<file path="src/hdl/tpm_pkg.sv">
package tpm_pkg;

    // Configuration register indexes
    localparam int CFG_AW = 2;
    localparam int CFG_DW = 11;

    typedef enum logic [CFG_AW-1:0] {
        CFG_LIMIT  = 2'd0,
        CFG_SCALE  = 2'd1,
        CFG_WIDTH  = 2'd2,
        CFG_HEIGHT = 2'd3
    } t_cfg_idx;

    localparam logic [23:0] COLOR_BLACK = 24'h000000;
    localparam logic [23:0] COLOR_WHITE = 24'hFFFFFF;
    localparam int          FRAC_BITS   = 4;

    // Widest table address the design supports
    localparam int TBL_AW_MAX = 12;

    localparam int DESC_Q_DEPTH = 4;
    localparam int OUT_Q_DEPTH  = 4;

    localparam logic FUNC_TABLE_WRITE = 1'b0;
    localparam logic FUNC_PIXEL       = 1'b1;

    typedef enum logic [1:0] {
        KIND_WRITE  = 2'd0,
        KIND_LOOKUP = 2'd1,
        KIND_CONST  = 2'd2
    } t_kind;

    typedef struct packed {
        logic               func;
        logic [9:0]         table_addr;
        logic [23:0]        table_color;
        logic signed [15:0] thickness;
    } t_req;

    typedef struct packed {
        logic [23:0] pixel_color;
        logic        frame_last;
        logic        center_found;
        logic [9:0]  center_x;
        logic [9:0]  center_y;
    } t_rsp;

    // Work item passed from the classifier to the lookup side
    typedef struct packed {
        t_kind                 kind;
        logic [TBL_AW_MAX-1:0] addr;
        logic [23:0]           color;
        logic                  frame_last;
        logic                  center_found;
        logic [9:0]            center_x;
        logic [9:0]            center_y;
    } t_desc;

endpackage

</file>
<file path="src/hdl/tpm_front.sv">
module tpm_front
    import tpm_pkg::*;
#(
    parameter int TABLE_DEPTH = 1024,
    parameter int MAX_DIM     = 1024
) (
    input  logic              i_clk,
    input  logic              i_rst_n,
    input  logic              i_cfg_we,
    input  logic [CFG_AW-1:0] i_cfg_addr,
    input  logic [CFG_DW-1:0] i_cfg_wdata,
    input  logic              i_push,
    input  t_req              i_req,
    input  logic              i_q_full,
    output logic              o_q_push,
    output t_desc             o_q_data
);

    localparam int CW = $clog2(MAX_DIM);
    localparam int DW = $clog2(MAX_DIM+1);

    logic [10:0]        r_limit;
    logic               r_scale;
    logic [10:0]        r_width;
    logic [10:0]        r_height;
    logic [CW-1:0]      r_col, n_col;
    logic [CW-1:0]      r_row, n_row;
    logic signed [15:0] r_lowest, n_lowest;
    logic [CW-1:0]      r_best_col, n_best_col;
    logic [CW-1:0]      r_best_row, n_best_row;
    logic               r_found, n_found;

    logic               accept, pixel;
    logic               frame_start, is_min;
    logic signed [15:0] cur_lowest;
    logic [DW-1:0]      w_eff, h_eff;
    logic               col_last, row_last, last;
    logic [14:0]        mag;
    logic [18:0]        mag_wide, mag_x10;
    logic [14:0]        idx;
    logic               white;

    always_ff @(posedge i_clk) begin
        if (!i_rst_n) begin
            r_limit  <= 11'd1024;
            r_scale  <= 1'b0;
            r_width  <= 11'd1024;
            r_height <= 11'd1024;
        end else if (i_cfg_we) begin
            case (i_cfg_addr)
                CFG_LIMIT:  r_limit  <= i_cfg_wdata;
                CFG_SCALE:  r_scale  <= i_cfg_wdata[0];
                CFG_WIDTH:  r_width  <= i_cfg_wdata;
                CFG_HEIGHT: r_height <= i_cfg_wdata;
                default: begin
                end
            endcase
        end
    end

    assign accept = i_push && !i_q_full;
    assign pixel  = (i_req.func == FUNC_PIXEL);

    // zero acts as one, oversize acts as MAX_DIM
    always_comb begin
        if (r_width == '0) begin
            w_eff = DW'(1);
        end else if (32'(r_width) > MAX_DIM) begin
            w_eff = DW'(MAX_DIM);
        end else begin
            w_eff = DW'(r_width);
        end
        if (r_height == '0) begin
            h_eff = DW'(1);
        end else if (32'(r_height) > MAX_DIM) begin
            h_eff = DW'(MAX_DIM);
        end else begin
            h_eff = DW'(r_height);
        end
    end

    assign col_last = (DW'(r_col) + DW'(1)) >= w_eff;
    assign row_last = (DW'(r_row) + DW'(1)) >= h_eff;
    assign last     = col_last && row_last;

    // minimum search restarts at the first pixel of a frame
    assign frame_start = (r_col == '0) && (r_row == '0);
    assign cur_lowest  = frame_start ? $signed({1'b0, r_limit, 4'b0000}) : r_lowest;
    assign is_min      = (i_req.thickness > 16'sd0) && (i_req.thickness < cur_lowest);

    always_comb begin
        n_lowest   = cur_lowest;
        n_best_col = frame_start ? '0 : r_best_col;
        n_best_row = frame_start ? '0 : r_best_row;
        n_found    = frame_start ? 1'b0 : r_found;
        if (is_min) begin
            n_lowest   = i_req.thickness;
            n_best_col = r_col;
            n_best_row = r_row;
            n_found    = 1'b1;
        end
        if (col_last) begin
            n_col = '0;
            n_row = row_last ? '0 : r_row + CW'(1);
        end else begin
            n_col = r_col + CW'(1);
            n_row = r_row;
        end
    end

    // x10 as shift-and-add when scale is set, then drop fraction bits
    assign mag      = i_req.thickness[14:0];
    assign mag_wide = {4'b0000, mag};
    assign mag_x10  = (mag_wide << 3) + (mag_wide << 1);
    assign idx      = r_scale ? mag_x10[18:FRAC_BITS] : {4'b0000, mag[14:FRAC_BITS]};
    assign white    = (idx >= {4'b0000, r_limit}) || (32'(idx) >= TABLE_DEPTH);

    always_comb begin
        o_q_data              = '0;
        o_q_push              = 1'b0;
        if (!pixel) begin
            o_q_data.kind  = KIND_WRITE;
            o_q_data.addr  = TBL_AW_MAX'(i_req.table_addr);
            o_q_data.color = i_req.table_color;
            o_q_push       = i_push && (32'(i_req.table_addr) < TABLE_DEPTH);
        end else begin
            o_q_push = i_push;
            if (i_req.thickness[15]) begin
                o_q_data.kind  = KIND_CONST;
                o_q_data.color = COLOR_BLACK;
            end else if (white) begin
                o_q_data.kind  = KIND_CONST;
                o_q_data.color = COLOR_WHITE;
            end else begin
                o_q_data.kind = KIND_LOOKUP;
                o_q_data.addr = idx[TBL_AW_MAX-1:0];
            end
            o_q_data.frame_last   = last;
            o_q_data.center_found = last && n_found;
            o_q_data.center_x     = (last && n_found) ? 10'(n_best_col) : 10'd0;
            o_q_data.center_y     = (last && n_found) ? 10'(n_best_row) : 10'd0;
        end
    end

    always_ff @(posedge i_clk) begin
        if (!i_rst_n) begin
            r_col      <= '0;
            r_row      <= '0;
            r_lowest   <= $signed({1'b0, 11'd1024, 4'b0000});
            r_best_col <= '0;
            r_best_row <= '0;
            r_found    <= 1'b0;
        end else if (accept && pixel) begin
            r_col      <= n_col;
            r_row      <= n_row;
            r_lowest   <= n_lowest;
            r_best_col <= n_best_col;
            r_best_row <= n_best_row;
            r_found    <= n_found;
        end
    end

endmodule

</file>
<file path="config.mk">
export PLATFORM = sky130hd
export DESIGN_NAME = tpm_front
export DESIGN_NICKNAME = d
export VERILOG_FILES = /design/src/hdl/tpm_pkg.sv /design/src/hdl/tpm_front.sv
export SDC_FILE = /design/constraint.sdc
export NUM_CORES = 1
export LEC_CHECK = 0
export BUFFER_PORTS_ARGS = -buffer_cell sky130_fd_sc_hd__clkbuf_2
export CAP_MARGIN = 10
export CORE_MARGIN = 3
export CORE_UTILIZATION = 40
export DETAILED_ROUTE_END_ITERATION = 12
export MAX_ROUTING_LAYER = met4
export SKIP_CTS_REPAIR_TIMING = 1
export SYNTH_ARGS = -nofsm -noshare
export SYNTH_HDL_FRONTEND = slang
export SYNTH_SLANG_ARGS = --single-unit
export TNS_END_PERCENT = 20
</file>
<file path="constraint.sdc">
create_clock -name i_clk -period 4 [get_ports i_clk]
set_input_delay 0.4 -clock i_clk [delete_from_list [all_inputs] [get_ports i_clk]]
set_output_delay 0.4 -clock i_clk [all_outputs]
set_load 0.02 [all_outputs]
</file>
Yosys cells after proc, flatten, opt, wreduce, memory -nomap -nowiden
Index checks and enable logic that the tools add are counted.
- flip-flop bits (word level): 91
- logic and storage cells: 69
- bits of input ports: 69
- output and inout port bits: 61
- add/subtract/negate cells: 5
- reduce and logical (&&, ||, !) cells: 18
- $lt $le $gt $ge: 8
- mux-type cells: 25
- equality and inequality tests: 3
- operators with widths (operator ; number):
    two-way mux 10 bit ; 8
    two-way mux 24 bit ; 2
    two-way mux 11 bit ; 4
    two-way mux 38 bit ; 1
    two-way mux 16 bit ; 2
    two-way mux 12 bit ; 2
    adder 10 x 1 -> 11 bit, second input constant ; 2
    greater-or-equal comparator 11 bit ; 2
    > comparator 11 bit, second input constant ; 2
    zero test 11 bit ; 2
    two-way mux 22 bit ; 1
    adder 10 x 1 -> 10 bit, second input constant ; 2
    zero test 10 bit ; 2
    adder 18 x 16 -> 19 bit ; 1
    > comparator 16 x 1 -> 1 bit, second input constant ; 1
    < comparator 16 bit ; 1
    greater-or-equal comparator 15 x 11 -> 1 bit ; 1
    greater-or-equal comparator 15 x 11 -> 1 bit, second input constant ; 1
    two-way mux 15 bit ; 1
    AND reduction 2 bit ; 5
    logical AND 1 bit ; 6
    equality test 2 bit, second input constant ; 2
    two-way mux 2 bit ; 2
    equality test 2 x 1 -> 1 bit, second input constant ; 1
    4 further kinds ; 5

Longest topological paths before layout
Gate-level depths: netlist of run 1.
- word-level depth: 9
- mapped depth: 21
- depth with buffers taken out: 16

Worst setup path before layout of run 1
Ideal clock, no wire load.
- kind: reg2out
- from: reg r_row[0]
- to: out o_q_data[11] (netlist name)
- buffers on the path: 5
- data arrival time: 4043 ps
- data required time: 3600 ps
- stages on the path, launching flop included: 21
- slack: -443 ps
- cell sequence: dfxtp_1 inv_1 ha_1 nor4b_1 nand3_1 or2_2 clkbuf_1 buf_2 buf_2 clkbuf_1 nor2_1 a21oi_1 ha_1 a211oi_2 o21ai_1 a2111oi_4 o21ai_2 a211o_4 a21o_1 buf_2 a21oi_1
- RTL lines (item ; RTL line ; source):
    from (decl) ; tpm_front.sv:27 ; logic [CW-1:0] r_row, n_row;
    from (signal assigned) ; tpm_front.sv:155 ; r_row <= n_row;
    to (decl) ; tpm_front.sv:16 ; output t_desc o_q_data

==> metrics, run 1 <==
status finished, violations left; failing checks setup timing; NetSw 711 uW; drt first pass iters 5; r2r setup slk 140 ps; Mapped Cells 914; Remaining DRCs 0; Sw Ratio 0.299; ys flop type dfxtp_1; Max-Slew Margin vs Limit 0.221; share of layout cells above drive strength 1 0.308; gpl congestion 0.896; Power Density 251 nW/um^2; initial antenna violation count 0; port buffer count 127; placed insts 1296; H-tree Lvls 3; fmax 229 MHz; die width 138 um; max-slew violation total from the final report 0; gr usage total 0.215; Final Hold Viols 0; Worst Path Required 3600 ps; Clk pwr share 0.333; Post-synth EDFFs 0; Sequential Power Share 0.395; worst-case clock buffer depth 2; Post-Layout Cell Count 1323; Iteration-0 DRC Markers 393; Final WS setup -366 ps; Core Rows 47; leading area contributor after synthesis dfxtp_1; largest net degree at the start of global routing 60; slowest cell on the critical path or2_4; Yosys reg bits 91; share of the synthesized area in the top cell type 0.262; worst hold slack 341 ps; internal power 1.67 mW; post-layout util 0.563; I/O Pins 130; Worst Max-Slew Pin Slew 1160 ps; Worst setup SP type flop; clock sink count 91; routed len/inst 15.8 um; Max Cap Viol 0; Final TNS setup -11500 ps; CTS buffer count 9; CP cell instances inv_2, ha_1, nor4b_4, nand3_2, or2_4, nor2_2, a21oi_1, ha_1, a211oi_2, o21ai_2, a2111oi_4, o21ai_2, a211o_4, a21o_4, buf_12, a21oi_4, buf_6; Post-DP Area 8700 um^2; mean area per synthesized cell 7.61 um^2; WP data arrival 3970 ps; # setup viols final 57; Comb power frac 0.272; Die ar. 19000 um^2; GRT overflow 0; highest metal layer with signal wires met4; met3 wire len 828 um; Crit. End Element primary output; clk_lat worst skew 340 ps; Post-DP HPWL 15400 um; core area 16800 um^2; Final period util 1.09; clk slew on worst S/H paths 60 ps; VDD IR max 0.000175 V; pre-CTS setup slack -544 ps; Clock Skew 8.14 ps; ranking of synthesized cells by area dfxtp_1 (26%), ha_1 (12%), nand2_1 (5.8%); CP peak stage delay 370 ps; unrepaired setup endpoints after global routing yes; synth unique cells 63; Leakage 4.25 nW; overall power 2.38 mW; DRT antenna net count 0; antenna cells 0; HP Class in2reg; cell area after technology mapping 6950 um^2; met2 WL post-DR 10300 um; routed wire length 20800 um; number of global-route vias before repair 6561; most frequent cell after synthesis nand2_1; Starting Density 0.413; synthesis-to-finish area growth 36.1%; register area share after synthesis 0.262; WS Path Type reg2out; layout net count 1234; drt via density 5.34; CTS Root Cell clkbuf_16; minimum clock period 4370 ps; first-pass GRT wire length 32200 um; Die H 138 um; top cells by count, synth nand2_1 (108), dfxtp_1 (91), a21oi_1 (69), inv_1 (67), ha_1 (64); Post-Route M1 WL 9440 um; finished layout cell area 9460 um^2; CTS tree done; Synth Warn # 0; CP max FO 8; ys async rst share 0; via count 7061
==> metal layers <==
metal / vias up / track usage
met3: 19 / 0.0250
met5: - / -
met4: 0 / 0.0488
li1: 3608 / -
met2: 138 / 0.355
met1: 3296 / 0.283
==> registers in the layout, indices dropped and copies added, names as in the netlist <==
register    flops
r_row          10
r_lowest       16
r_found         1
r_scale         1
r_width        11
r_col          10
r_best_row     10
r_height       11
r_limit        11
r_best_col     10
==> power groups by stage <==
stage	clock network (mW)	registers, mW	logic [mW]
global route	0.843	0.942	0.707
finish	0.791	0.940	0.646
floorplan	0	0.955	0.352
global placement	0	0.959	0.571
detailed placement	0	0.959	0.574
CTS	0.815	0.939	0.577
==> cells in the final DEF (no fill, tap or decap), types with 5 or more instances in the layout <==
master	Yosys	layout
nor2_1	52	45
mux2i_1	23	23
dfxtp_1	91	88
buf_12	0	7
o22ai_1	13	9
o211a_1	10	10
buf_6	4	18
nand4_1	6	6
o211ai_1	5	5
nand3_1	43	41
clkbuf_2	0	68
a21oi_4	0	19
nor4_1	9	8
buf_2	13	26
o21a_1	6	6
a21boi_0	13	13
ha_1	64	60
nand2_1	108	106
nor2_2	0	6
and3_1	17	16
buf_4	3	123
a21oi_1	69	44
nor2b_1	30	29
nor3_1	15	15
nand3b_1	19	19
clkbuf_16	0	11
a21o_1	11	10
a32o_1	24	24
a31oi_1	5	5
xnor2_1	9	8
a21oi_2	1	7
o21ai_0	59	56
xor2_1	15	15
inv_1	67	64
nand2b_1	6	6
==> cell type report <==
| type | instances | area [um^2] |
|---|---|---|
| repair buffers | 244 | 1790 |
| multi-input cells | 687 | 5050 |
| flip-flops and latches | 91 | 1830 |
| clock inverters | 2 | 12.5 |
| clock buffers | 12 | 256 |
| inverters | 67 | 251 |
| fillers | 1602 | 7360 |
| well taps | 220 | 275 |
==> path summary, 6_finish.rpt <==
path | from | endpoint | cells past startpoint
max | r_row[0] | o_q_data[4] | 17
min | i_cfg_wdata[7] | r_height[7] | 3
max reg2reg | r_row[0] | r_best_row[0] | 18
min reg2reg | r_height[4] | r_height[4] | 2
==> critical path: cells and delay by family, from the launching register on <==
family | cells | cell delay (ps)
simple gates | 4 | 880
compound gates | 8 | 1600
flops | 1 | 320
fa+ha+maj | 2 | 460
buf+inv | 3 | 350
==> logic make-up (layout without fill, tap and decap cells) <==
kind of cell / after synthesis / after routing / share of synthesized area
buffers and inverters: 138 / 325 / 0.0828
AND/OR/NAND/NOR: 321 / 322 / 0.226
XOR/XNOR: 24 / 24 / 0.0302
multiplexers: 26 / 26 / 0.0380
adder cells (fa/ha/maj): 65 / 65 / 0.118
AO/OA/AOI/OAI: 248 / 248 / 0.243
flip-flops: 91 / 91 / 0.262
other: 1 / 2 / 0.000539
(Power assumes the default switching activity.)
==> inputs of run 2 (changes only) <==
- ABC_AREA: not set -> 1
==> metrics, run 2 <==
layout net count 1340; Final Hold Viols 0; multi-input combinational cell area 4570 um^2; met2 WL post-DR 9100 um; DRT antenna net count 0; HP Class in2reg; # setup viols final 0; ys flop type dfxtp_1; antenna cells 0; Clk pwr share 0.340; Core Rows 47; Seq. cell area 1820 um^2; port buffer count 127; Sequential Power Share 0.387; ys async rst share 0; Remaining DRCs 0; Worst setup SP type flop; Die ar. 18900 um^2; gpl congestion 0.925; initial antenna violation count 0; CTS buffer count 9; met3 wire len 1300 um; Synth Warn # 0; leading area contributor after synthesis dfxtp_1; internal power 1.69 mW; Power Density 292 nW/um^2; Leakage 4.20 nW; Most flops, register r_lowest; Mapped Cells 1071; WS Path Type reg2out; Yosys reg bits 91; I/O Pins 130; Post-synth EDFFs 0; overall power 2.49 mW; synthesis-to-finish area growth 23.2%; Worst Path Required 3600 ps; mean area per synthesized cell 6.47 um^2; most frequent cell after synthesis nand2_1; most common cell after layout, fill and taps aside nand2_1; Worst Max-Slew Pin Slew 975 ps; H-tree Lvls 3; top cells by count, synth nand2_1 (264), nor2_1 (120), inv_1 (107), a21oi_1 (94), dfxtp_1 (91); routed wire length 20500 um; Starting Density 0.413; die width 138 um; minimum clock period 3810 ps; clock sink count 91; Final period util 0.953; first-pass GRT wire length 31600 um; CTS tree done; via count 7346; Max-Slew Margin vs Limit 0.345; Final TNS setup 0 ps; unrepaired setup endpoints after global routing yes; Sw Ratio 0.323; register area share after synthesis 0.263; Crit. End Element primary output; cell area after technology mapping 6930 um^2; share of the synthesized area in the top cell type 0.263; highest metal layer with signal wires met4; NetSw 804 uW; core area 16800 um^2; clk slew on worst S/H paths 60 ps; VDD IR max 0.000228 V; CTS Root Cell clkbuf_16; Filler Cell Count 1715; most frequent cells in the layout nand2_1 (260), nor2_1 (116), clkbuf_2 (106); routed len/inst 14.3 um; Post-DP HPWL 15100 um; largest net degree at the start of global routing 57; Comb power frac 0.273; WP data arrival 3410 ps; worst-case clock buffer depth 2; fmax 262 MHz; synth unique cells 40; max-slew violation total from the final report 0; Max Cap Viol 0; Iteration-0 DRC Markers 429; status finished clean; GRT overflow 0; clk_lat worst skew 350 ps; CP max FO 19; Die H 138 um; Post-Route M1 WL 9850 um; Clock Skew 8.16 ps; ranking of synthesized cells by area dfxtp_1 (26%), nand2_1 (14%), ha_1 (12%); gr usage total 0.215; drt first pass iters 5; max reg flops 16; drt via density 5.14; share of layout cells above drive strength 1 0.208; number of global-route vias before repair 6371
run 2: changes by cell type after synthesis, moves of 25 or more:
cell     change
nor2b_1     -30
nand2_1    +156
nand4_1     +47
nor2_1      +68
a21oi_1     +25
inv_1       +40
run 2: final cells by class:
type,count,share of cell area
clock inverter,3,0.00469
sequential,91,0.214
inverter,111,0.0496
tap,220,0.0323
multi-input combinational,813,0.536
clock buffer,11,0.0284
timing repair buffer,180,0.136
run 2: cells by family (layout without fill, tap and decap cells):
kind of cell / after synthesis / count (layout) / share of synthesized area
buf+inv: 168 / 305 / 0.101
flops: 91 / 91 / 0.263
mux: 1 / 1 / 0.00145
other cells: 1 / 2 / 0.000541
simple gates: 536 / 536 / 0.343
fa+ha+maj: 65 / 65 / 0.118
xor+xnor: 21 / 21 / 0.0266
compound gates: 188 / 188 / 0.146
run 2: final timing paths:
path,depth (start not counted),startpoint,to,slack [ps]
worst min register to register,2,r_lowest[15],r_lowest[15],440
worst max-delay path,19,r_height[6],o_q_data[6],190
worst min-delay path,3,i_cfg_wdata[9],r_height[9],330
worst max register to register,18,r_col[1],r_col[6],810
run 2: metrics by stage:
step / utilization / hold WS, ps / setup WS, ps / cells / instance area [um^2]
floorplan: - / 412 / 305 / 1072 / 6930
global placement: 0.471 / 421 / 49.3 / 1404 / 7890
detailed placement: 0.471 / 427 / 62.5 / 1404 / 7890
CTS: 0.488 / 324 / -196 / 1418 / 8180
global route: 0.509 / 354 / -35.1 / 1429 / 8530
finish: 0.509 / 328 / 188 / 1429 / 8530
run 2: power by group through the flow:
stage	logic (mW)	clock network (mW)	registers, mW
after global routing	0.764	0.902	0.966
after floorplan	0.434	0	0.975
after detailed placement	0.620	0	0.981
final	0.681	0.847	0.963
after CTS	0.623	0.873	0.960
after global placement	0.616	0	0.980
run 2: critical path: stages, from the launching register on:
cell      delay (ps)
dfxtp_1          340
nor4_2           310
nand4_1          200
nand2_4          130
buf_4            140
nand2_1           70
ha_1             290
nand2_1           70
inv_1             50
a21boi_0          70
o21ai_0          180
nand3_1           90
a21o_1           170
nand4_1          120
nand2_1          120
nor2_4           150
nand2_4           90
buf_12           160
a21oi_1          140
buf_4            160
run 2: metal layers:
metal  global-route usage  vias to the layer above
met1                0.295                     3308
met2                0.334                      197
met3               0.0325                       17
li1                     -                     3824
met5                    -                        -
met4               0.0499                        0
