==> src/hdl/tpm_fifo.sv <==
module tpm_fifo #(
    parameter int WIDTH = 8,
    parameter int DEPTH = 4
) (
    input  logic                       i_clk,
    input  logic                       i_rst_n,
    input  logic                       i_push,
    input  logic [WIDTH-1:0]           i_data,
    output logic                       o_full,
    input  logic                       i_pop,
    output logic [WIDTH-1:0]           o_data,
    output logic                       o_empty,
    output logic [$clog2(DEPTH+1)-1:0] o_count
);

    localparam int PW  = $clog2(DEPTH);
    localparam int CTW = $clog2(DEPTH+1);

    logic [WIDTH-1:0] r_mem [DEPTH];
    logic [PW-1:0]    r_wr_ptr, n_wr_ptr;
    logic [PW-1:0]    r_rd_ptr, n_rd_ptr;
    logic [CTW-1:0]   r_count,  n_count;
    logic             do_push, do_pop;

    assign o_full  = (r_count == CTW'(DEPTH));
    assign o_empty = (r_count == '0);
    assign o_count = r_count;
    assign o_data  = r_mem[r_rd_ptr];

    assign do_push = i_push && !o_full;
    assign do_pop  = i_pop && !o_empty;

    always_comb begin
        n_wr_ptr = r_wr_ptr;
        n_rd_ptr = r_rd_ptr;
        n_count  = r_count;
        if (do_push) begin
            n_wr_ptr = (r_wr_ptr == PW'(DEPTH-1)) ? '0 : r_wr_ptr + PW'(1);
        end
        if (do_pop) begin
            n_rd_ptr = (r_rd_ptr == PW'(DEPTH-1)) ? '0 : r_rd_ptr + PW'(1);
        end
        if (do_push && !do_pop) begin
            n_count = r_count + CTW'(1);
        end else if (do_pop && !do_push) begin
            n_count = r_count - CTW'(1);
        end
    end

    always_ff @(posedge i_clk) begin
        if (!i_rst_n) begin
            r_wr_ptr <= '0;
            r_rd_ptr <= '0;
            r_count  <= '0;
        end else begin
            r_wr_ptr <= n_wr_ptr;
            r_rd_ptr <= n_rd_ptr;
            r_count  <= n_count;
        end
    end

    always_ff @(posedge i_clk) begin
        if (do_push) begin
            r_mem[r_wr_ptr] <= i_data;
        end
    end

endmodule

==> config.mk <==
export PLATFORM = sky130hd
export DESIGN_NAME = tpm_fifo
export DESIGN_NICKNAME = d
export VERILOG_FILES = /design/src/hdl/tpm_fifo.sv
export SDC_FILE = /design/constraint.sdc
export NUM_CORES = 1
export LEC_CHECK = 0
export BUFFER_PORTS_ARGS = -buffer_cell sky130_fd_sc_hd__buf_2
export CAP_MARGIN = 10
export CELL_PAD_IN_SITES_DETAIL_PLACEMENT = 0
export CELL_PAD_IN_SITES_GLOBAL_PLACEMENT = 1
export CORE_AREA = 2 2 46 90
export DETAILED_ROUTE_END_ITERATION = 6
export DIE_AREA = 0 0 48 92
export PLACE_DENSITY = 0.75
export SLEW_MARGIN = 15
export SYNTH_ARGS = -nofsm -noshare
export SYNTH_HDL_FRONTEND = slang
export SYNTH_SLANG_ARGS = --single-unit
export TNS_END_PERCENT = 10
==> constraint.sdc <==
create_clock -name i_clk -period 2.7 [get_ports i_clk]
set_clock_uncertainty 0.2 [all_clocks]
set_input_delay 0.27 -clock i_clk [delete_from_list [all_inputs] [get_ports i_clk]]
set_output_delay 0.27 -clock i_clk [all_outputs]
set_load 0.01 [all_outputs]
After elaboration in Yosys (flattened, before gate mapping)
Memories as Yosys holds them, arrays and structs flattened. A register that Yosys moved wholly into a read port is not among the register bits. Index checks and enable logic that the tools add are counted.

Memories: 1. Input port bits: 12. Logic and storage cells: 29. Output and inout bits: 13. Register bits: 7. Bits in writable memories: 32.

Memories: r_mem (depth 4, width 8, read ports 1, clocked after memory_dff 1, write ports 1, line 19) `logic [WIDTH-1:0] r_mem [DEPTH];`.

$add $sub $neg: 4. Multiplexer cells: 8. Reductions and logical operators: 10. Equality and inequality tests: 3.

Operators with widths (count): 2-bit 2-to-1 mux (4); 3-bit 2-to-1 mux (2); 2-bit by 1-bit adder with 2-bit output, second input constant (2); 2-bit equality test, second input constant (2); 1-bit logical AND (4); 1-bit zero test (4); 3-bit by 1-bit adder with 3-bit output, second input constant (1); 3-bit equality test, second input constant (1); 3-bit zero test (1); 3-bit by 1-bit subtractor with 3-bit output, second input constant (1); 1-bit 2-to-1 mux (2); 2-bit nonzero test (1).

Depth between registers and ports, before layout
Gate-level depths: netlist of the first run.

Depth after elaboration: 7. Mapped depth: 9. Depth with buffers taken out: 8.

Worst setup path before layout of the first run
OpenSTA, ideal clock, no wires.

Kind: register to register. Start point: reg r_count[0] (netlist: o_count[0]). End point: reg r_count[2] (netlist: o_count[2]). Slack: 357 ps. Cell stages (with the launch flop): 8. Data arrival time: 2067 ps. Period minus slack after synthesis: 2343 ps. Data required time: 2424 ps. Library setup time: 76 ps. Cells stage by stage: dfxtp_1 -> o31ai_1 -> ha_1 -> inv_1 -> fa_1 -> xor2_1 -> or3_1 -> a21boi_0.

Word-level cells in the longest chain between the ends: 6.

RTL lines: start, declared (line 22) `logic [CTW-1:0] r_count, n_count;`; start signal, assigned (line 58) `r_count <= n_count;`; parallel branches: the longest is 6 deep, another holds 3-bit by 1-bit subtractor with 3-bit output.

Parallel ways; which one is timed is not known. The select of a mux whose other input is x is not followed. A chain may end at the register's enable or synchronous reset.

Worst setup path after layout of the first run
Start point: reg r_count[1] (netlist: o_count[1]). End point: reg r_count[2] (netlist: o_count[2]).

Same word-level chain as after synthesis.

==> results.sh, run 1 <==
export IMPL_drv_slew=0
export IMPL_drive_gt1_frac=0.328
export IMPL_io_pins=25
export IMPL_timing_final_crit_share=0.851
export IMPL_p_leak_nw=0.747
export IMPL_worstMarginPinSlew_ps=553
export IMPL_synth_cell_types=23
export IMPL_finalSetupViolCount=0
export IMPL_critPathArrivalTime_ps=2320
export IMPL_hold_viol=0
export IMPL_synth_area_leaders="edfxtp_1 (59%), dfxtp_1 (11%), mux4_2 (11%), ha_1 (4.6%), and2_1 (1.9%)"
export IMPL_initial_utilization=0.429
export IMPL_n_antenna_cell=0
export IMPL_nets=149
export IMPL_grt_use_total=0.132
export IMPL_p_total_mw=1.80
export IMPL_areaGrowthSynthToFinish_pct=23.4
export IMPL_period_minus_slack_ps=2300
export IMPL_peakVddDrop_mv=0.490
export IMPL_path_class="flop to flop"
export IMPL_syn_cell_area_um2=1630
export IMPL_ctsRootBufferMaster="clkbuf_8"
export IMPL_wire_per_inst_um=13.7
export IMPL_netlist_top_cell_by_area="edfxtp_1"
export IMPL_synth_seq_cells=41
export IMPL_power_density_nw_per_um2=896
export IMPL_slew_headroom=0.631
export IMPL_dr_pass1_iters=4
export IMPL_cts_sinks=41
export IMPL_mostFrequentLayoutCell="edfxtp_1"
export IMPL_die_area_um2=4420
export IMPL_status="completed"
export IMPL_yosys_warnings=0
export IMPL_htreeDepth=2
export IMPL_syn_area_per_cell_um2=17.5
export IMPL_worstPathMaxFanout=6
export IMPL_rsz0062_at_grt="false"
export IMPL_rows=32
export IMPL_required_ps=2720
export IMPL_vias=879
export IMPL_core_um2=3800
export IMPL_yosysTopAreaCellShare=0.589
export IMPL_max_freq_ghz=0.435
export IMPL_grt_max_degree=14
export IMPL_clockBufferDepth=2
export IMPL_die_w_um=48
export IMPL_cts_setup_buffers=0
export IMPL_portBuffers=24
export IMPL_dp_hpwl_um=1750
export IMPL_viasPerCell=4.83
export IMPL_drtIter0Drc=22
export IMPL_cts_reportedPaths_clkPinSlew_ps=80
export IMPL_ant_nets=0
export IMPL_overflow=0
export IMPL_cts_tree="built"
export IMPL_layout_common_cells="edfxtp_1 (32), buf_2 (24), dfxtp_1 (9)"
export IMPL_hold_class="primary input to flop"
export IMPL_drc=0
export IMPL_dieHeight_um=92
export IMPL_ctsResizeCount=0
export IMPL_syn_nets=112
export IMPL_maxCapViolations=0
export IMPL_grt_pass1_wl_um=4000
export IMPL_totalNegativeSetupSlack_ps=0
export IMPL_cp_end_kind="flop"
export IMPL_antenna_found_initial=0
export IMPL_cts_buffers_inserted=5
export IMPL_grt_pass1_vias=877
export IMPL_seq_area_frac_synth=0.700
export IMPL_clock_latency_ps=290
export IMPL_finalWirelength_um=2490
export IMPL_synthCells=93
export IMPL_start_kind="flop"
export IMPL_place_gp_congestion=0.701
==> per-layer routing <==
metal	GRT usage	vias up	wire [µm]
met5	0	-	0
li1	-	420	-
met4	0.0676	0	51
met3	0.0295	6	90
met2	0.222	24	1430
met1	0.143	429	920
==> through the flow <==
stage          instances  setup WS [ps]  instance area (µm²)  utilization  hold slack (ps)
2_1_floorplan         93            357                 1630            -              169
3_3_place_gp         166            486                 1810        0.476              279
3_5_place_dp         166            395                 1810        0.476              287
4_1_cts              182            376                 2010        0.529              127
5_1_grt              182            239                 2010        0.529              140
6_report             182            401                 2010        0.529              133
==> layout make-up <==
cell class	instances	area, µm²
fill	330	1790
timing repair buffer	34	215
clock buffer	6	82.6
tap	51	63.8
clock inverter	2	37.5
inverter	3	11.3
sequential	41	1140
multi-input combinational	45	460
==> critical path, stage by stage (launching register included) <==
cell      delay [ps]
dfxtp_1          380
o31ai_1          340
ha_1             260
inv_1             60
fa_1             370
xor2_1           150
or3_1            300
a21boi_0         160
==> logic make-up (layout without fill, tap and decap cells) <==
group	count (synthesis)	in the layout	share of synthesized area
and+or+nand+nor	20	20	0.0660
AOI/OAI and AO/OA	5	5	0.0184
adders and majority gates	7	7	0.0583
DFF	41	41	0.700
xor gates and xnor gates	2	2	0.0107
muxes	11	11	0.129
buffers and inverters	7	45	0.0176
==> synthesized netlist by cell type <==
cell type and n:
or3_1 1, edfxtp_1 32, and2_1 5, fa_1 1, nand2_1 6, nor2b_1 2
buf_2 2, o31ai_1 1, inv_1 3, clkbuf_1 1, mux4_2 8, xor2_1 1
mux2i_1 3, nor3_1 1, o21ai_0 3, nand3_1 2, xnor2_1 1, a21boi_0 1
nor3b_2 1, buf_1 1, nor2_1 2, dfxtp_1 9, ha_1 6
==> state kept, by name, summed over array words and instances, names as in the netlist, named ones only <==
| register | cells |
|---|---|
| o_count | 3 |
| r_mem | 32 |
| r_rd_ptr | 2 |
| r_wr_ptr | 2 |
==> final timing paths <==
kind,from,cells after the start,end,slack (ps)
setup / recovery,o_count[1],7,o_count[2],400
hold / removal,i_rst_n,2,o_count[2],130
setup reg to reg,o_count[1],7,o_count[2],400
hold reg to reg,r_wr_ptr[1],2,r_wr_ptr[1],300
==> report_power, final <==
part	switching [mW]	total, mW	internal [mW]
Combinational	0.198	0.437	0.239
Sequential	0.0876	0.864	0.777
Clock	0.202	0.503	0.300
Total	0.488	1.80	1.32
==> what timing repair did <==
| item | 4_1_cts | 5_1_grt |
|---|---|---|
| hold buffers | 8 | 0 |
| setup endpoints to repair | 0 | 0 |
| hold endpoints to repair | 32 | 0 |
Power figures use the tool's default switching activity.
==> inputs of run 2 (changes only) <==
--- a/config.mk
+++ b/config.mk
@@ -5,7 +5,7 @@
 export SDC_FILE = /design/constraint.sdc
 export NUM_CORES = 1
 export LEC_CHECK = 0
-export BUFFER_PORTS_ARGS = -buffer_cell sky130_fd_sc_hd__buf_2
+export BUFFER_PORTS_ARGS = -buffer_cell sky130_fd_sc_hd__clkbuf_2
 export CAP_MARGIN = 10
 export CELL_PAD_IN_SITES_DETAIL_PLACEMENT = 0
 export CELL_PAD_IN_SITES_GLOBAL_PLACEMENT = 1
==> run 2 against run 1 <==
Compared with the run above:
- clock power shrank 20%
- via count increased by 1.6%
- sequential power is essentially flat
- power fell by 4.9%
- non-clock buffer count unchanged
- sequential share of layout area grew 0.82 points
- critical path depth did not move
- count of clock-buffer cells in the layout stayed put
- critical endpoint unchanged
==> results.sh, run 2 (synthesized netlist as in run 1, its figures left out) <==
export IMPL_maxCapViolations=0
export IMPL_regMostFlops="r_mem"
export IMPL_required_ps=2720
export IMPL_max_freq_ghz=0.432
export IMPL_drtIter0Drc=12
export IMPL_dr_pass1_iters=4
export IMPL_dp_hpwl_um=1860
export IMPL_cp_end_kind="flop"
export IMPL_hold_class="primary input to flop"
export IMPL_path_class="flop to flop"
export IMPL_slew_headroom=0.629
export IMPL_power_density_nw_per_um2=865
export IMPL_n_fill_cell=335
export IMPL_drive_gt1_frac=0.321
export IMPL_cts_reportedPaths_clkPinSlew_ps=70
export IMPL_n_antenna_cell=0
export IMPL_cts_setup_buffers=0
export IMPL_finalWirelength_um=2660
export IMPL_worstPathMaxFanout=6
export IMPL_layout_common_cells="edfxtp_1 (32), clkbuf_2 (24), dfxtp_1 (9)"
export IMPL_clockBufferDepth=2
export IMPL_timing_final_crit_share=0.857
export IMPL_io_pins=25
export IMPL_die_w_um=48
export IMPL_rows=32
export IMPL_core_um2=3800
export IMPL_cts_buffers_inserted=5
export IMPL_cts_sinks=41
export IMPL_final_util=0.521
export IMPL_worstMarginPinSlew_ps=556
export IMPL_grt_max_degree=13
export IMPL_grt_pass1_wl_um=4240
export IMPL_clock_latency_ps=290
export IMPL_stdcell_count=182
export IMPL_ctsRootBufferMaster="clkbuf_8"
export IMPL_ant_nets=0
export IMPL_overflow=0
export IMPL_finalSetupViolCount=0
export IMPL_totalNegativeSetupSlack_ps=0
export IMPL_wire_per_inst_um=14.6
export IMPL_placedCellCount=166
export IMPL_cts_tree="built"
export IMPL_p_leak_nw=0.740
export IMPL_status="completed"
export IMPL_portBuffers=24
export IMPL_mostFrequentLayoutCell="edfxtp_1"
export IMPL_dieHeight_um=92
export IMPL_nets=149
export IMPL_critPathArrivalTime_ps=2340
export IMPL_viasPerCell=4.91
export IMPL_period_minus_slack_ps=2310
export IMPL_die_area_um2=4420
export IMPL_vias=893
export IMPL_largest_reg_flops=32
export IMPL_drc=0
export IMPL_areaGrowthSynthToFinish_pct=21.6
export IMPL_drv_slew=0
export IMPL_ctsResizeCount=0
export IMPL_place_gp_congestion=0.659
export IMPL_grt_pass1_vias=904
export IMPL_antenna_found_initial=0
export IMPL_peakVddDrop_mv=0.538
export IMPL_hold_viol=0
export IMPL_grt_use_total=0.147
export IMPL_htreeDepth=2
export IMPL_start_kind="flop"
export IMPL_rsz0062_at_grt="false"
export IMPL_initial_utilization=0.429
==> run 2: cell types whose count changed in the layout (fill, tap and decap cells not counted), sizes merged <==
| cell | before | now |
|---|---|---|
| buf | 26 | 2 |
| bufinv | 1 | 0 |
| clkbuf | 6 | 30 |
| clkinv | 0 | 2 |
| clkinvlp | 1 | 0 |
==> run 2: worst paths after layout <==
| path | startpoint | cells after the start | to | slack, ps |
|---|---|---|---|---|
| worst max-delay path | o_count[0] | 7 | o_count[2] | 390 |
| worst min-delay path | i_rst_n | 3 | r_wr_ptr[0] | 160 |
| worst max register to register | o_count[0] | 7 | o_count[2] | 390 |
| worst min register to register | r_wr_ptr[1] | 2 | r_wr_ptr[1] | 310 |
==> run 2: through the flow <==
stage | power (mW) | hold slack (ps) | area [µm²] | worst slack [ps]
5_1_grt | 1.82 | 158 | 1980 | 250
2_1_floorplan | 1.16 | 169 | 1630 | 357
3_3_place_gp | 1.31 | 282 | 1810 | 483
6_report | 1.71 | 156 | 1980 | 386
3_5_place_dp | 1.33 | 297 | 1810 | 368
4_1_cts | 1.74 | 153 | 1980 | 351
==> run 2: area by class of cell <==
cell class	count	area (µm²)	area share
inverter	3	11.3	0.00568
clock inverter	2	8.76	0.00442
tap	51	63.8	0.0322
multi-input combinational	45	460	0.232
clock buffer	6	82.6	0.0416
sequential	41	1140	0.575
timing repair buffer	34	215	0.109
==> run 2: power by group <==
part / internal [mW] / total (mW) / switching [mW] / leakage [nW]
logic: 0.240 / 0.446 / 0.206 / 0.324
registers: 0.777 / 0.865 / 0.0885 / 0.367
clock network: 0.202 / 0.404 / 0.202 / 0.0486
total: 1.22 / 1.71 / 0.496 / 0.740
==> run 2: repair_timing <==
action	CTS	global route
setup endpoints to repair	0	0
hold buffers	8	0
endpoints found under the hold margin	31	0
==> run 2: layer usage <==
| layer | global-route usage | part of all wire |
|---|---|---|
| met1 | 0.137 | 0.35 |
| met2 | 0.250 | 0.59 |
| met3 | 0.0413 | 0.035 |
| met4 | 0.0946 | 0.032 |
| met5 | 0 | 0 |
==> run 2: worst max-delay path: stages (launching register included) <==
cell and delay [ps]:
dfxtp_1 390, o31ai_1 350, ha_1 250, inv_1 60, fa_1 380, xor2_1 160
or3_1 300, a21boi_0 160
==> inputs of run 3 (changes only) <==
--- a/config.mk
+++ b/config.mk
@@ -9,9 +9,9 @@
 export CAP_MARGIN = 10
 export CELL_PAD_IN_SITES_DETAIL_PLACEMENT = 0
 export CELL_PAD_IN_SITES_GLOBAL_PLACEMENT = 1
-export CORE_AREA = 2 2 46 90
+export CORE_AREA = 10 10 54 98
 export DETAILED_ROUTE_END_ITERATION = 6
-export DIE_AREA = 0 0 48 92
+export DIE_AREA = 0 0 64 108
 export PLACE_DENSITY = 0.75
 export SLEW_MARGIN = 15
 export SYNTH_ARGS = -nofsm -noshare
==> run 3 against run 2 <==
Compared with the run above:
- routed wire length decreased by 0.64%
- power increased by 2.2%
- core utilization decreased by 0.59 points
- hold slack got worse by 150 ps
- fmax decreased by 1.9%
- cell count decreased by 2.2%
- cell area decreased by 1.1%
- global-route usage decreased by 6.4 points
- via count decreased by 4.5%
- clock power increased by 11%
- critical path type unchanged
- critical endpoint unchanged
- highest routed layer unchanged
==> results.sh, run 3 (synthesized netlist as in run 1, its figures left out) <==
export IMPL_drv_slew=0
export IMPL_ctsRootBufferMaster="clkbuf_8"
export IMPL_p_leak_nw=0.732
export IMPL_areaGrowthSynthToFinish_pct=20.3
export IMPL_cts_reportedPaths_clkPinSlew_ps=90
export IMPL_layout_common_cells="edfxtp_1 (32), clkbuf_2 (24), dfxtp_1 (9)"
export IMPL_critPathArrivalTime_ps=2380
export IMPL_viasPerCell=4.79
export IMPL_hold_class="primary input to flop"
export IMPL_grt_pass1_wl_um=4400
export IMPL_clock_latency_ps=290
export IMPL_timing_final_crit_share=0.873
export IMPL_peakVddDrop_mv=0.672
export IMPL_htreeDepth=2
export IMPL_dr_pass1_iters=4
export IMPL_portBuffers=24
export IMPL_power_density_nw_per_um2=894
export IMPL_mostFrequentLayoutCell="edfxtp_1"
export IMPL_die_area_um2=6910
export IMPL_grt_pass1_vias=932
export IMPL_nets=145
export IMPL_slew_headroom=0.625
export IMPL_grt_use_total=0.0828
export IMPL_max_freq_ghz=0.424
export IMPL_rsz0062_at_grt="false"
export IMPL_dieHeight_um=108
export IMPL_core_um2=3800
export IMPL_antenna_found_initial=0
export IMPL_n_antenna_cell=0
export IMPL_maxCapViolations=0
export IMPL_ctsResizeCount=0
export IMPL_period_minus_slack_ps=2360
export IMPL_rows=32
export IMPL_die_w_um=64
export IMPL_grt_max_degree=15
export IMPL_vias=853
export IMPL_drc=0
export IMPL_start_kind="flop"
export IMPL_cts_sinks=41
export IMPL_clockBufferDepth=2
export IMPL_worstPathMaxFanout=6
export IMPL_dp_hpwl_um=1950
export IMPL_p_total_mw=1.75
export IMPL_status="completed"
export IMPL_cts_buffers_inserted=5
export IMPL_totalNegativeSetupSlack_ps=0
export IMPL_regMostFlops="r_mem"
export IMPL_drive_gt1_frac=0.339
export IMPL_final_util=0.515
export IMPL_drtIter0Drc=16
export IMPL_cts_tree="built"
export IMPL_post_place_ws_ps=339
export IMPL_path_class="flop to flop"
export IMPL_hold_viol=0
export IMPL_finalWirelength_um=2650
export IMPL_io_pins=25
export IMPL_largest_reg_flops=32
export IMPL_whs_ps=6.42
export IMPL_ant_nets=0
export IMPL_initial_utilization=0.429
export IMPL_wire_per_inst_um=14.9
export IMPL_place_gp_congestion=0.657
export IMPL_fin_ws_ps=342
export IMPL_cp_end_kind="flop"
export IMPL_overflow=0
export IMPL_finalSetupViolCount=0
export IMPL_worstMarginPinSlew_ps=562
export IMPL_required_ps=2720
[run 3: cell types whose count changed in the layout (fill, tap and decap cells not counted)]
cell	delta
dlygate4sd3_1	-4
clkbuf_16	+1
clkbuf_8	-1
clkinv_1	-1
clkinv_2	-1
clkinv_4	+1
inv_4	+1
[run 3: where the power goes]
part           leakage (nW)  total (mW)  internal, mW  switching [mW]
Combinational         0.308       0.440         0.234           0.206
Sequential            0.367       0.864         0.776          0.0876
Clock                0.0569       0.449         0.240           0.209
Total                 0.732        1.75          1.25           0.502
[run 3: per-stage QoR]
step	instances	cell area (µm²)
floorplan	93	1630
global placement	166	1810
detailed placement	166	1810
CTS	178	1960
global route	178	1960
finish	178	1960
[run 3: area by class of cell]
class | instances | area [µm²]
multi-input combinational | 45 | 460
fill | 333 | 1840
timing repair buffer | 30 | 175
sequential | 41 | 1140
tap | 51 | 63.8
inverter | 3 | 11.3
clock buffer | 6 | 93.8
clock inverter | 2 | 15.0
[run 3: critical path, stage by stage, from the launching register on]
cell	delay (ps)
dfxtp_1	390
o31ai_1	370
ha_1	250
inv_1	60
fa_1	390
xor2_1	170
or3_1	300
a21boi_0	160
[run 3: worst paths after layout]
kind	start	to	slack (ps)	cells after the start
worst max-delay path	o_count[0]	o_count[2]	340	7
worst min-delay path	i_data[2]	r_mem[3][2]	6	1
worst max register to register	o_count[0]	o_count[2]	340	7
worst min register to register	r_wr_ptr[0]	r_wr_ptr[0]	330	2
[run 3: what timing repair did]
item,CTS,global route
hold buffers,4,0
hold endpoints to repair,13,0
setup buffers,0,0
[run 3: routing by layer]
layer  track usage  up-vias  wire [µm]
li1              -      413          -
met1        0.0813      413       1030
met2         0.148       22       1450
met3        0.0280        5        114
met4        0.0440        0         51
met5             0        -          0
